$ cat src/sed_pkg.sv
package sed_pkg;

    localparam int BLOCK_LEN      = 2048;
    localparam int PREROLL_BLOCKS = 2;
    localparam int IDX_W          = $clog2(BLOCK_LEN);
    localparam int PTR_W          = (PREROLL_BLOCKS > 1) ? $clog2(PREROLL_BLOCKS) : 1;

    localparam int PEAK_W  = 15;
    localparam int LEVEL_W = 7;
    localparam int SUM_W   = 15;
    localparam int CNT_W   = 8;
    localparam int MIN_W   = 10;
    localparam int CAP_W   = 12;
    localparam int CFG_W   = 12;

    localparam logic [1:0] ACT_SAMPLE = 2'd0;
    localparam logic [1:0] ACT_ARM    = 2'd1;
    localparam logic [1:0] ACT_DISARM = 2'd2;

    localparam logic [1:0] MODE_DETECT  = 2'd0;
    localparam logic [1:0] MODE_SILENCE = 2'd1;
    localparam logic [1:0] MODE_START   = 2'd2;

    localparam logic [1:0] PH_IDLE = 2'd0;
    localparam logic [1:0] PH_WAIT = 2'd1;
    localparam logic [1:0] PH_REC  = 2'd2;
    localparam logic [1:0] PH_TAIL = 2'd3;

    localparam logic [2:0] V_DISCARD = 3'd0;
    localparam logic [2:0] V_PREROLL = 3'd1;
    localparam logic [2:0] V_STORE   = 3'd2;
    localparam logic [2:0] V_SKIP    = 3'd3;
    localparam logic [2:0] V_END     = 3'd4;
    localparam logic [2:0] V_SILENCE = 3'd5;
    localparam logic [2:0] V_FOUND   = 3'd6;

    localparam logic [2:0] CFG_MODE     = 3'd0;
    localparam logic [2:0] CFG_START    = 3'd1;
    localparam logic [2:0] CFG_STOP     = 3'd2;
    localparam logic [2:0] CFG_QUIET    = 3'd3;
    localparam logic [2:0] CFG_TAIL     = 3'd4;
    localparam logic [2:0] CFG_CAPACITY = 3'd5;
    localparam logic [2:0] CFG_CALIB    = 3'd6;

    localparam logic [MIN_W-1:0] MIN_RESET = 10'd1000;

    typedef struct packed {
        logic [1:0]         action;
        logic signed [15:0] sample;
    } sed_in_t;

    typedef struct packed {
        logic [2:0]         verdict;
        logic [LEVEL_W-1:0] block_level;
        logic [LEVEL_W-1:0] found_level;
        logic               preroll_slot;
        logic               recording;
    } sed_out_t;

    typedef struct packed {
        logic take;
        logic level;
        logic decide;
        logic div_start;
        logic emit;
    } sed_cmd_t;

    typedef struct packed {
        logic block_end;
        logic need_div;
        logic div_done;
        logic out_free;
    } sed_stat_t;

endpackage

$ cat src/speech_endpoint_detector_core.sv
// speech endpoint detector: block peak level, pre-roll, record, tail and calibration
//
// input channel s_valid/s_ready/s_data carries one request per audio sample or
// an arm / disarm event. samples are taken one per cycle outside a block end:
// the request that closes a block holds the input while the level multiply,
// the phase decision and the load into the output register run in turn, and
// the load waits for a free output register. a speech start level calibration
// that ends with counted blocks sends the mean through a 15-step serial divider.
// m_valid/m_ready/m_data gives one result per finished block while armed;
// the output register lets the next samples in while a result waits, and only
// a following block end waits for m_ready. configuration is a plain write port
// (cfg_we, cfg_index, cfg_wdata); the user must write it only while no request
// is in flight, and the block itself does not enforce this.
// reset (aresetn low, synchronous) restores the register defaults, drops
// the output and leaves the detector disarmed.
module speech_endpoint_detector_core
    import sed_pkg::*;
(
    input  logic             aclk,
    input  logic             aresetn,
    input  logic             s_valid,
    output logic             s_ready,
    input  sed_in_t          s_data,
    output logic             m_valid,
    input  logic             m_ready,
    output sed_out_t         m_data,
    input  logic             cfg_we,
    input  logic [2:0]       cfg_index,
    input  logic [CFG_W-1:0] cfg_wdata
);

    sed_cmd_t  cmd;
    sed_stat_t stat;

    sed_ctrl u_ctrl (
        .aclk    (aclk),
        .aresetn (aresetn),
        .s_valid (s_valid),
        .s_ready (s_ready),
        .stat    (stat),
        .cmd     (cmd)
    );

    sed_datapath u_dp (
        .aclk      (aclk),
        .aresetn   (aresetn),
        .cmd       (cmd),
        .stat      (stat),
        .s_data    (s_data),
        .m_valid   (m_valid),
        .m_ready   (m_ready),
        .m_data    (m_data),
        .cfg_we    (cfg_we),
        .cfg_index (cfg_index),
        .cfg_wdata (cfg_wdata)
    );

endmodule

$ cat src/sed_div.sv
module sed_div
    import sed_pkg::*;
(
    input  logic             aclk,
    input  logic             aresetn,
    input  logic             start,
    input  logic [SUM_W-1:0] dividend,
    input  logic [CNT_W-1:0] divisor,
    output logic             done,
    output logic [SUM_W-1:0] quotient
);

    localparam int STEP_W = $clog2(SUM_W + 1);

    logic              busy_reg;
    logic              done_reg;
    logic [STEP_W-1:0] step_reg;
    logic [SUM_W-1:0]  quo_reg;
    logic [SUM_W-1:0]  quo_next;
    logic [CNT_W-1:0]  rem_reg;
    logic [CNT_W-1:0]  rem_next;
    logic [CNT_W-1:0]  div_reg;
    logic [CNT_W:0]    rem_shift;
    logic              bit_ok;

    // one restoring step: dividend bits leave at the top, quotient bits enter below
    always_comb begin
        rem_shift = {rem_reg, quo_reg[SUM_W-1]};
        bit_ok    = rem_shift >= {1'b0, div_reg};
        rem_next  = bit_ok ? CNT_W'(rem_shift - {1'b0, div_reg}) : rem_shift[CNT_W-1:0];
        quo_next  = {quo_reg[SUM_W-2:0], bit_ok};
    end

    always_ff @(posedge aclk) begin
        if (!aresetn) begin
            busy_reg <= 1'b0;
            done_reg <= 1'b0;
            step_reg <= '0;
        end else begin
            done_reg <= 1'b0;
            if (start) begin
                busy_reg <= 1'b1;
                step_reg <= '0;
            end else if (busy_reg) begin
                step_reg <= step_reg + 1'b1;
                if (step_reg == STEP_W'(SUM_W - 1)) begin
                    busy_reg <= 1'b0;
                    done_reg <= 1'b1;
                end
            end
        end
    end

    always_ff @(posedge aclk) begin
        if (start) begin
            quo_reg <= dividend;
            rem_reg <= '0;
            div_reg <= divisor;
        end else if (busy_reg) begin
            quo_reg <= quo_next;
            rem_reg <= rem_next;
        end
    end

    assign done     = done_reg;
    assign quotient = quo_reg;

endmodule

$ cat src/sed_datapath.sv
module sed_datapath
    import sed_pkg::*;
(
    input  logic       aclk,
    input  logic       aresetn,
    input  sed_cmd_t   cmd,
    output sed_stat_t  stat,
    input  sed_in_t    s_data,
    output logic       m_valid,
    input  logic       m_ready,
    output sed_out_t   m_data,
    input  logic       cfg_we,
    input  logic [2:0] cfg_index,
    input  logic [CFG_W-1:0] cfg_wdata
);

    // configuration
    logic [1:0]         mode_reg;
    logic [LEVEL_W-1:0] start_lvl_reg;
    logic [LEVEL_W-1:0] stop_lvl_reg;
    logic [3:0]         quiet_need_reg;
    logic [3:0]         tail_cfg_reg;
    logic [CAP_W-1:0]   cap_reg;
    logic [CNT_W-1:0]   calib_cfg_reg;

    // detector state
    logic [1:0]         phase_reg, phase_next;
    logic [IDX_W-1:0]   idx_reg, idx_next;
    logic [PEAK_W-1:0]  peak_reg, peak_next;
    logic [PEAK_W-1:0]  end_peak_reg, end_peak_next;
    logic [LEVEL_W-1:0] level_reg;
    logic [3:0]         quiet_reg, quiet_next;
    logic [3:0]         tail_reg, tail_next;
    logic [CAP_W-1:0]   stored_reg, stored_next;
    logic [PTR_W-1:0]   ptr_reg, ptr_next;
    logic [SUM_W-1:0]   sum_reg, sum_next;
    logic [CNT_W-1:0]   count_reg, count_next;
    logic [MIN_W-1:0]   min_reg, min_next;
    logic [CNT_W-1:0]   calib_reg, calib_next;

    // pending result
    logic [2:0]         res_verdict_reg, res_verdict_next;
    logic               res_slot_reg, res_slot_next;
    logic               res_rec_reg, res_rec_next;
    logic               res_found_reg, res_found_next;

    logic               m_valid_reg;
    sed_out_t           m_data_reg;

    logic               div_done;
    logic [SUM_W-1:0]   quotient;
    logic [PEAK_W-1:0]  sample_peak;
    logic               can_store;
    logic               near_full;
    logic [PEAK_W+LEVEL_W-1:0] level_prod;
    logic [MIN_W:0]     found_sum;
    logic [MIN_W+10:0]  found_prod;
    logic [LEVEL_W-1:0] found_val;

    always_ff @(posedge aclk) begin
        if (!aresetn) begin
            mode_reg       <= MODE_DETECT;
            start_lvl_reg  <= 7'd0;
            stop_lvl_reg   <= 7'd3;
            quiet_need_reg <= 4'd4;
            tail_cfg_reg   <= 4'd1;
            cap_reg        <= 12'd1500;
            calib_cfg_reg  <= 8'd50;
        end else if (cfg_we) begin
            unique case (cfg_index)
                CFG_MODE:     mode_reg       <= cfg_wdata[1:0];
                CFG_START:    start_lvl_reg  <= cfg_wdata[LEVEL_W-1:0];
                CFG_STOP:     stop_lvl_reg   <= cfg_wdata[LEVEL_W-1:0];
                CFG_QUIET:    quiet_need_reg <= cfg_wdata[3:0];
                CFG_TAIL:     tail_cfg_reg   <= cfg_wdata[3:0];
                CFG_CAPACITY: cap_reg        <= cfg_wdata[CAP_W-1:0];
                CFG_CALIB:    calib_cfg_reg  <= cfg_wdata[CNT_W-1:0];
                default: ;
            endcase
        end
    end

    // positive samples only
    assign sample_peak = (!s_data.sample[15] && (s_data.sample[14:0] > peak_reg))
                         ? s_data.sample[14:0] : peak_reg;

    assign can_store = ({1'b0, stored_reg} + 13'd1) < {1'b0, cap_reg};
    assign near_full = {1'b0, cap_reg} <
                       ({1'b0, stored_reg} + 13'(2 * (1 + PREROLL_BLOCKS))
                        + {8'd0, tail_cfg_reg, 1'b0});

    always_comb begin
        phase_next       = phase_reg;
        idx_next         = idx_reg;
        peak_next        = peak_reg;
        end_peak_next    = end_peak_reg;
        quiet_next       = quiet_reg;
        tail_next        = tail_reg;
        stored_next      = stored_reg;
        ptr_next         = ptr_reg;
        sum_next         = sum_reg;
        count_next       = count_reg;
        min_next         = min_reg;
        calib_next       = calib_reg;
        res_verdict_next = res_verdict_reg;
        res_slot_next    = res_slot_reg;
        res_rec_next     = res_rec_reg;
        res_found_next   = res_found_reg;

        if (cmd.take) begin
            if (s_data.action == ACT_ARM) begin
                phase_next  = PH_WAIT;
                idx_next    = '0;
                peak_next   = '0;
                quiet_next  = '0;
                tail_next   = tail_cfg_reg;
                stored_next = '0;
                ptr_next    = '0;
                sum_next    = '0;
                count_next  = '0;
                min_next    = MIN_RESET;
                calib_next  = calib_cfg_reg;
            end else if (s_data.action == ACT_DISARM) begin
                phase_next = PH_IDLE;
                idx_next   = '0;
                peak_next  = '0;
            end else if (s_data.action == ACT_SAMPLE && phase_reg != PH_IDLE) begin
                if (stat.block_end) begin
                    idx_next      = '0;
                    peak_next     = '0;
                    end_peak_next = sample_peak;
                end else begin
                    idx_next  = idx_reg + 1'b1;
                    peak_next = sample_peak;
                end
            end
        end else if (cmd.decide) begin
            res_verdict_next = V_DISCARD;
            res_slot_next    = 1'b0;
            res_found_next   = 1'b0;
            case (mode_reg)
                MODE_SILENCE: res_verdict_next = V_SILENCE;
                MODE_START: begin
                    if (calib_reg <= 8'd1) begin
                        calib_next       = '0;
                        res_found_next   = count_reg != '0;
                        res_verdict_next = V_FOUND;
                        phase_next       = PH_IDLE;
                    end else begin
                        calib_next = calib_reg - 1'b1;
                        if (level_reg > stop_lvl_reg) begin
                            sum_next   = sum_reg + SUM_W'(level_reg);
                            count_next = count_reg + 1'b1;
                            if ({3'd0, level_reg} < min_reg) begin
                                min_next = {3'd0, level_reg};
                            end
                        end
                    end
                end
                MODE_DETECT: begin
                    if (phase_reg == PH_WAIT) begin
                        res_slot_next    = ptr_reg[0];
                        ptr_next         = (ptr_reg == PTR_W'(PREROLL_BLOCKS - 1))
                                           ? '0 : ptr_reg + 1'b1;
                        res_verdict_next = V_PREROLL;
                        if (level_reg >= start_lvl_reg) begin
                            phase_next = PH_REC;
                        end
                    end else if (phase_reg == PH_TAIL) begin
                        if (tail_reg != '0) begin
                            tail_next = tail_reg - 1'b1;
                            if (can_store) begin
                                stored_next      = stored_reg + 1'b1;
                                res_verdict_next = V_STORE;
                            end
                        end else begin
                            res_verdict_next = V_END;
                            phase_next       = PH_IDLE;
                        end
                    end else begin
                        if (quiet_reg >= quiet_need_reg) begin
                            phase_next       = PH_TAIL;
                            quiet_next       = '0;
                            res_verdict_next = V_SKIP;
                        end else begin
                            if (level_reg <= stop_lvl_reg) begin
                                if (quiet_reg != 4'd15) begin
                                    quiet_next = quiet_reg + 1'b1;
                                end
                            end else begin
                                quiet_next = '0;
                            end
                            if (near_full) begin
                                phase_next = PH_TAIL;
                            end
                            if (can_store) begin
                                stored_next      = stored_reg + 1'b1;
                                res_verdict_next = V_STORE;
                            end
                        end
                    end
                end
                default: ;
            endcase
            res_rec_next = (phase_next == PH_REC) || (phase_next == PH_TAIL);
        end
    end

    always_ff @(posedge aclk) begin
        if (!aresetn) begin
            phase_reg  <= PH_IDLE;
            idx_reg    <= '0;
            peak_reg   <= '0;
            quiet_reg  <= '0;
            tail_reg   <= '0;
            stored_reg <= '0;
            ptr_reg    <= '0;
            sum_reg    <= '0;
            count_reg  <= '0;
            min_reg    <= MIN_RESET;
            calib_reg  <= '0;
        end else begin
            phase_reg  <= phase_next;
            idx_reg    <= idx_next;
            peak_reg   <= peak_next;
            quiet_reg  <= quiet_next;
            tail_reg   <= tail_next;
            stored_reg <= stored_next;
            ptr_reg    <= ptr_next;
            sum_reg    <= sum_next;
            count_reg  <= count_next;
            min_reg    <= min_next;
            calib_reg  <= calib_next;
        end
    end

    assign level_prod = end_peak_reg * 7'd100;

    always_ff @(posedge aclk) begin
        end_peak_reg    <= end_peak_next;
        res_verdict_reg <= res_verdict_next;
        res_slot_reg    <= res_slot_next;
        res_rec_reg     <= res_rec_next;
        res_found_reg   <= res_found_next;
        if (cmd.level) begin
            level_reg <= level_prod[PEAK_W+LEVEL_W-1:PEAK_W];
        end
    end

    sed_div u_div (
        .aclk     (aclk),
        .aresetn  (aresetn),
        .start    (cmd.div_start),
        .dividend (sum_reg),
        .divisor  (count_reg),
        .done     (div_done),
        .quotient (quotient)
    );

    // (2*mean + min) / 3, divide by three as multiply by 683 and shift by 11
    assign found_sum  = {quotient[MIN_W-2:0], 1'b0} + {1'b0, min_reg};
    assign found_prod = found_sum * 10'd683;
    assign found_val  = found_prod[LEVEL_W+10:11];

    always_ff @(posedge aclk) begin
        if (!aresetn) begin
            m_valid_reg <= 1'b0;
        end else if (cmd.emit) begin
            m_valid_reg <= 1'b1;
        end else if (m_ready) begin
            m_valid_reg <= 1'b0;
        end
    end

    always_ff @(posedge aclk) begin
        if (cmd.emit) begin
            m_data_reg.verdict      <= res_verdict_reg;
            m_data_reg.block_level  <= level_reg;
            m_data_reg.found_level  <= res_found_reg ? found_val : '0;
            m_data_reg.preroll_slot <= res_slot_reg;
            m_data_reg.recording    <= res_rec_reg;
        end
    end

    assign stat.block_end = (s_data.action == ACT_SAMPLE) && (phase_reg != PH_IDLE)
                            && (idx_reg == IDX_W'(BLOCK_LEN - 1));
    assign stat.need_div  = (mode_reg == MODE_START) && (calib_reg <= 8'd1)
                            && (count_reg != '0);
    assign stat.div_done  = div_done;
    assign stat.out_free  = !m_valid_reg || m_ready;

    assign m_valid = m_valid_reg;
    assign m_data  = m_data_reg;

endmodule

$ cat src/sed_ctrl.sv
module sed_ctrl
    import sed_pkg::*;
(
    input  logic      aclk,
    input  logic      aresetn,
    input  logic      s_valid,
    output logic      s_ready,
    input  sed_stat_t stat,
    output sed_cmd_t  cmd
);

    typedef enum logic [4:0] {
        ST_ACCEPT = 5'b00001,
        ST_LEVEL  = 5'b00010,
        ST_DECIDE = 5'b00100,
        ST_DIV    = 5'b01000,
        ST_EMIT   = 5'b10000
    } state_t;

    state_t state_reg, state_next;

    always_comb begin
        state_next    = state_reg;
        cmd           = '0;
        s_ready       = 1'b0;
        unique case (state_reg)
            ST_ACCEPT: begin
                s_ready  = 1'b1;
                cmd.take = s_valid;
                if (s_valid && stat.block_end) begin
                    state_next = ST_LEVEL;
                end
            end
            ST_LEVEL: begin
                cmd.level  = 1'b1;
                state_next = ST_DECIDE;
            end
            ST_DECIDE: begin
                cmd.decide    = 1'b1;
                cmd.div_start = stat.need_div;
                state_next    = stat.need_div ? ST_DIV : ST_EMIT;
            end
            ST_DIV: begin
                if (stat.div_done) begin
                    state_next = ST_EMIT;
                end
            end
            ST_EMIT: begin
                if (stat.out_free) begin
                    cmd.emit   = 1'b1;
                    state_next = ST_ACCEPT;
                end
            end
            default: state_next = ST_ACCEPT;
        endcase
    end

    always_ff @(posedge aclk) begin
        if (!aresetn) begin
            state_reg <= ST_ACCEPT;
        end else begin
            state_reg <= state_next;
        end
    end

endmodule

$ cat config.mk
export PLATFORM = sky130hd
export DESIGN_NAME = speech_endpoint_detector_core
export DESIGN_NICKNAME = d
export VERILOG_FILES = /design/src/sed_pkg.sv /design/src/speech_endpoint_detector_core.sv /design/src/sed_div.sv /design/src/sed_datapath.sv /design/src/sed_ctrl.sv
export SDC_FILE = /design/constraint.sdc
export NUM_CORES = 1
export LEC_CHECK = 0
export BUFFER_PORTS_ARGS = -buffer_cell sky130_fd_sc_hd__buf_4
export CAP_MARGIN = 25
export CORE_MARGIN = 10
export CORE_UTILIZATION = 33
export CTS_CLUSTER_DIAMETER = 80
export CTS_CLUSTER_SIZE = 24
export DETAILED_ROUTE_END_ITERATION = 6
export GPL_ROUTABILITY_DRIVEN = 0
export PLACE_DENSITY = 0.57
export SYNTH_ARGS = -nofsm -noshare
export SYNTH_HDL_FRONTEND = slang
export SYNTH_SLANG_ARGS = --single-unit
export TNS_END_PERCENT = 100
$ cat constraint.sdc
create_clock -name aclk -period 9.63 [get_ports aclk]
set_clock_uncertainty 0.15 [all_clocks]
set_input_delay 0.4815 -clock aclk [delete_from_list [all_inputs] [get_ports aclk]]
set_output_delay 0.4815 -clock aclk [all_outputs]
set_load 0.01 [all_outputs]
==> results.yml <==
final_layout:
  syn_to_final_growth_pct: 10.9
  nNetsFinal: 1943
  largest_reg_flops: 19
  fillerInstances: 4549
  antenna_cells_inserted: 0
  drive_gt1_frac: 0.0676
detailed_routing:
  drc: 0
  met2_length_um: 15700
  routed_via_density: 4.85
  vias: 10969
  wirelength_um: 32800
  drt_iter0_drc: 528
  ant_nets: 0
  drt-pass1-iter-count: 5
  dr_wl_met3_um: 872
  highest_layer: "met4"
  met1Wirelength_um: 15800
  post_drt_wl_per_cell_um: 14.5
sta:
  report.final.slew_viol_count: 0
  max_freq_mhz: 153
  layout_min_cycle_time_ns: 6.55
  worst_pin_slew_ns: 0.979
  hold_viol: 0
  relSlewSlack: 0.347
  finalCritPeriodShare: 0.680
  tns_ns: 0
  rsz0062_at_grt: "false"
  setup_viol: 0
setup_path:
  crit_family: "adder cells"
  cp-start-kind: "flop"
  cpPeakStageDelay_ns: 0.53
  cp.arrival_ns: 6.65
  path_max_fanout: 4
  endpoint_kind: "flop"
  required_ns: 9.72
  path_depth: 25
  worstRegToRegCells: 25
  critPathKind: "reg2reg"
  critPathBufInv: 4
  crit_path_top_delay_cell: "fa_1"
status:
  status: "completed"
power:
  power_density_nw_per_um2: 122
  ir_worst_vdd_uv: 112
  p_leak_nw: 7.09
  total_power_mw: 2.00
cts:
  cts_tree: "built"
  clock-sinks: 222
  cts_inserted_buffers: 15
  ctsHoldBuffers: 0
  clockBufferDepth: 3
  h-tree-depth: 1
  worstSkewPairLatency_ns: 0.52
  cts_setup_buffers: 0
  cts_resized: 0
  root_buffer: "clkbuf_16"
  clk_pin_slew_ns: 0.10
yosys:
  syn_nets: 1899
  synth-edff-count: 70
  ys.flop_type: "dfxtp_1"
  yosys_warnings: 0
  ys_async_sr_fraction: 0
  synthCells: 1618
  post_synth_num_cell_types: 77
  synth_seq_area_share: 0.347
  netlist_area_sq_um: 14800
  synth_seq_cells: 222
  syn_avg_cell_area_sq_um: 9.16
floorplanning:
  initial_core_util: 0.334
  coreArea_sq_um: 44300
  die_h_um: 232
  die_w_um: 232
  die_area_sq_um: 53800
  fp-row-count: 77
  num_io_pins: 59
global_route:
  gr-usage-all-layers: 0.122
  grt_pass1_vias: 10874
  grt-ovfl-total: 0
  grt_pass1_wl_um: 54600
  antenna_found_initial: 0
  grt_max_degree: 69
placement:
  dp_hpwl_um: 24900
  io_buffer_count: 58
run:
  drv_cap: 0
worst_hold_path:
  whs_path_depth: 3
  hold_path.class: "in2reg"
[per-layer routing]
| layer | track usage | up-vias |
|---|---|---|
| met5 | 0 | - |
| met1 | 0.157 | 5149 |
| met3 | 0.0171 | 26 |
| met2 | 0.214 | 111 |
| li1 | - | 5683 |
| met4 | 0.0214 | 0 |
[path summary, 6_finish.rpt]
check,startpoint,to,slack [ns]
max,u_dp.u_div.quotient[0]$_DFFE_PP_,u_dp.m_data[8]$_SDFFCE_PN0P_,3.08
min,cfg_wdata[8],u_dp.cap_reg[8]$_SDFFE_PN1P_,0.02
max reg2reg,u_dp.u_div.quotient[0]$_DFFE_PP_,u_dp.m_data[8]$_SDFFCE_PN0P_,3.08
min reg2reg,u_dp.res_rec_reg$_DFFE_PP_,u_dp.m_data[0]$_DFFE_PP_,0.30
[placed cells by master (no fill, tap or decap), types with 7 or more instances in the layout]
cell type / synthesis / routed
and3_1: 15 / 15
nand2_1: 169 / 169
nand2b_1: 12 / 12
nand4_1: 19 / 19
buf_4: 0 / 67
dfxtp_1: 152 / 152
nand3_1: 36 / 36
a21boi_1: 9 / 9
fa_1: 36 / 36
clkbuf_16: 0 / 16
o21ai_0: 85 / 85
o211ai_1: 18 / 18
xnor2_1: 42 / 42
ha_1: 207 / 207
nor3_1: 23 / 23
edfxtp_1: 70 / 70
xor2_1: 30 / 30
inv_1: 206 / 206
o21ai_1: 7 / 7
o21a_1: 13 / 13
a21oi_1: 67 / 67
a21o_1: 24 / 24
a22o_1: 15 / 15
and2_1: 15 / 15
mux2i_1: 29 / 29
nor2_1: 98 / 97
nor2b_1: 46 / 46
a21boi_0: 17 / 17
[stage by stage]
stage          area [sq um]  cells  setup slack, ns  utilization  hold slack [ns]
3_3_place_gp          15900   2236             3.19        0.358            0.288
4_1_cts               16400   2263             2.97        0.371          0.00200
5_1_grt               16400   2263             2.44        0.371           0.0137
3_5_place_dp          15900   2237             3.02        0.359            0.255
6_report              16400   2263             3.08        0.371           0.0240
2_1_floorplan         14800   1618             3.60            -            0.250
[report_power, final]
part           internal, mW  switching (mW)  leakage [nW]
clock                 0.362           0.366         0.257
combinational         0.129           0.162          5.00
sequential            0.972         0.00984          1.84
[kinds of logic after synthesis]
family / count (synthesis) / synth area share
xor gates and xnor gates: 72 / 0.0426
DFF: 222 / 0.347
and+or+nand+nor: 477 / 0.156
muxes: 31 / 0.0211
adders and majority gates: 243 / 0.223
AOI/OAI and AO/OA: 325 / 0.145
buffers and inverters: 248 / 0.0640
[layout make-up]
class | instances | area (sq um) | share of cell area
Multi-Input combinational cell | 1148 | 8720 | 0.531
Clock buffer | 20 | 435 | 0.0265
Clock inverter | 6 | 98.8 | 0.00602
Timing Repair Buffer | 67 | 503 | 0.0306
Inverter | 208 | 781 | 0.0475
Tap cell | 592 | 741 | 0.0451
Sequential cell | 222 | 5140 | 0.313
[worst register-to-register path: cells and delay by family (launching register included)]
family,cells,cell delay (ns)
buf+inv,4,0.19
flops,1,0.40
fa+ha+maj,8,3.11
xor+xnor,1,0.27
simple gates,4,0.49
compound gates,8,1.67
[cell usage after synthesis, types with 12 or more instances]
master / count / share of area
a21boi_0: 17 / 0.0086
a21o_1: 24 / 0.012
a21oi_1: 67 / 0.023
a22o_1: 15 / 0.0089
and2_1: 15 / 0.0063
and3_1: 15 / 0.0063
clkbuf_1: 30 / 0.0076
dfxtp_1: 152 / 0.21
edfxtp_1: 70 / 0.14
fa_1: 36 / 0.049
ha_1: 207 / 0.17
inv_1: 206 / 0.052
mux2i_1: 29 / 0.020
nand2_1: 169 / 0.043
nand2b_1: 12 / 0.0051
nand3_1: 36 / 0.012
nand4_1: 19 / 0.0080
nor2_1: 98 / 0.025
nor2b_1: 46 / 0.019
nor3_1: 23 / 0.0078
o211ai_1: 18 / 0.0091
o21a_1: 13 / 0.0066
o21ai_0: 85 / 0.029
xnor2_1: 42 / 0.025
xor2_1: 30 / 0.018
(Power assumes the default switching activity.)
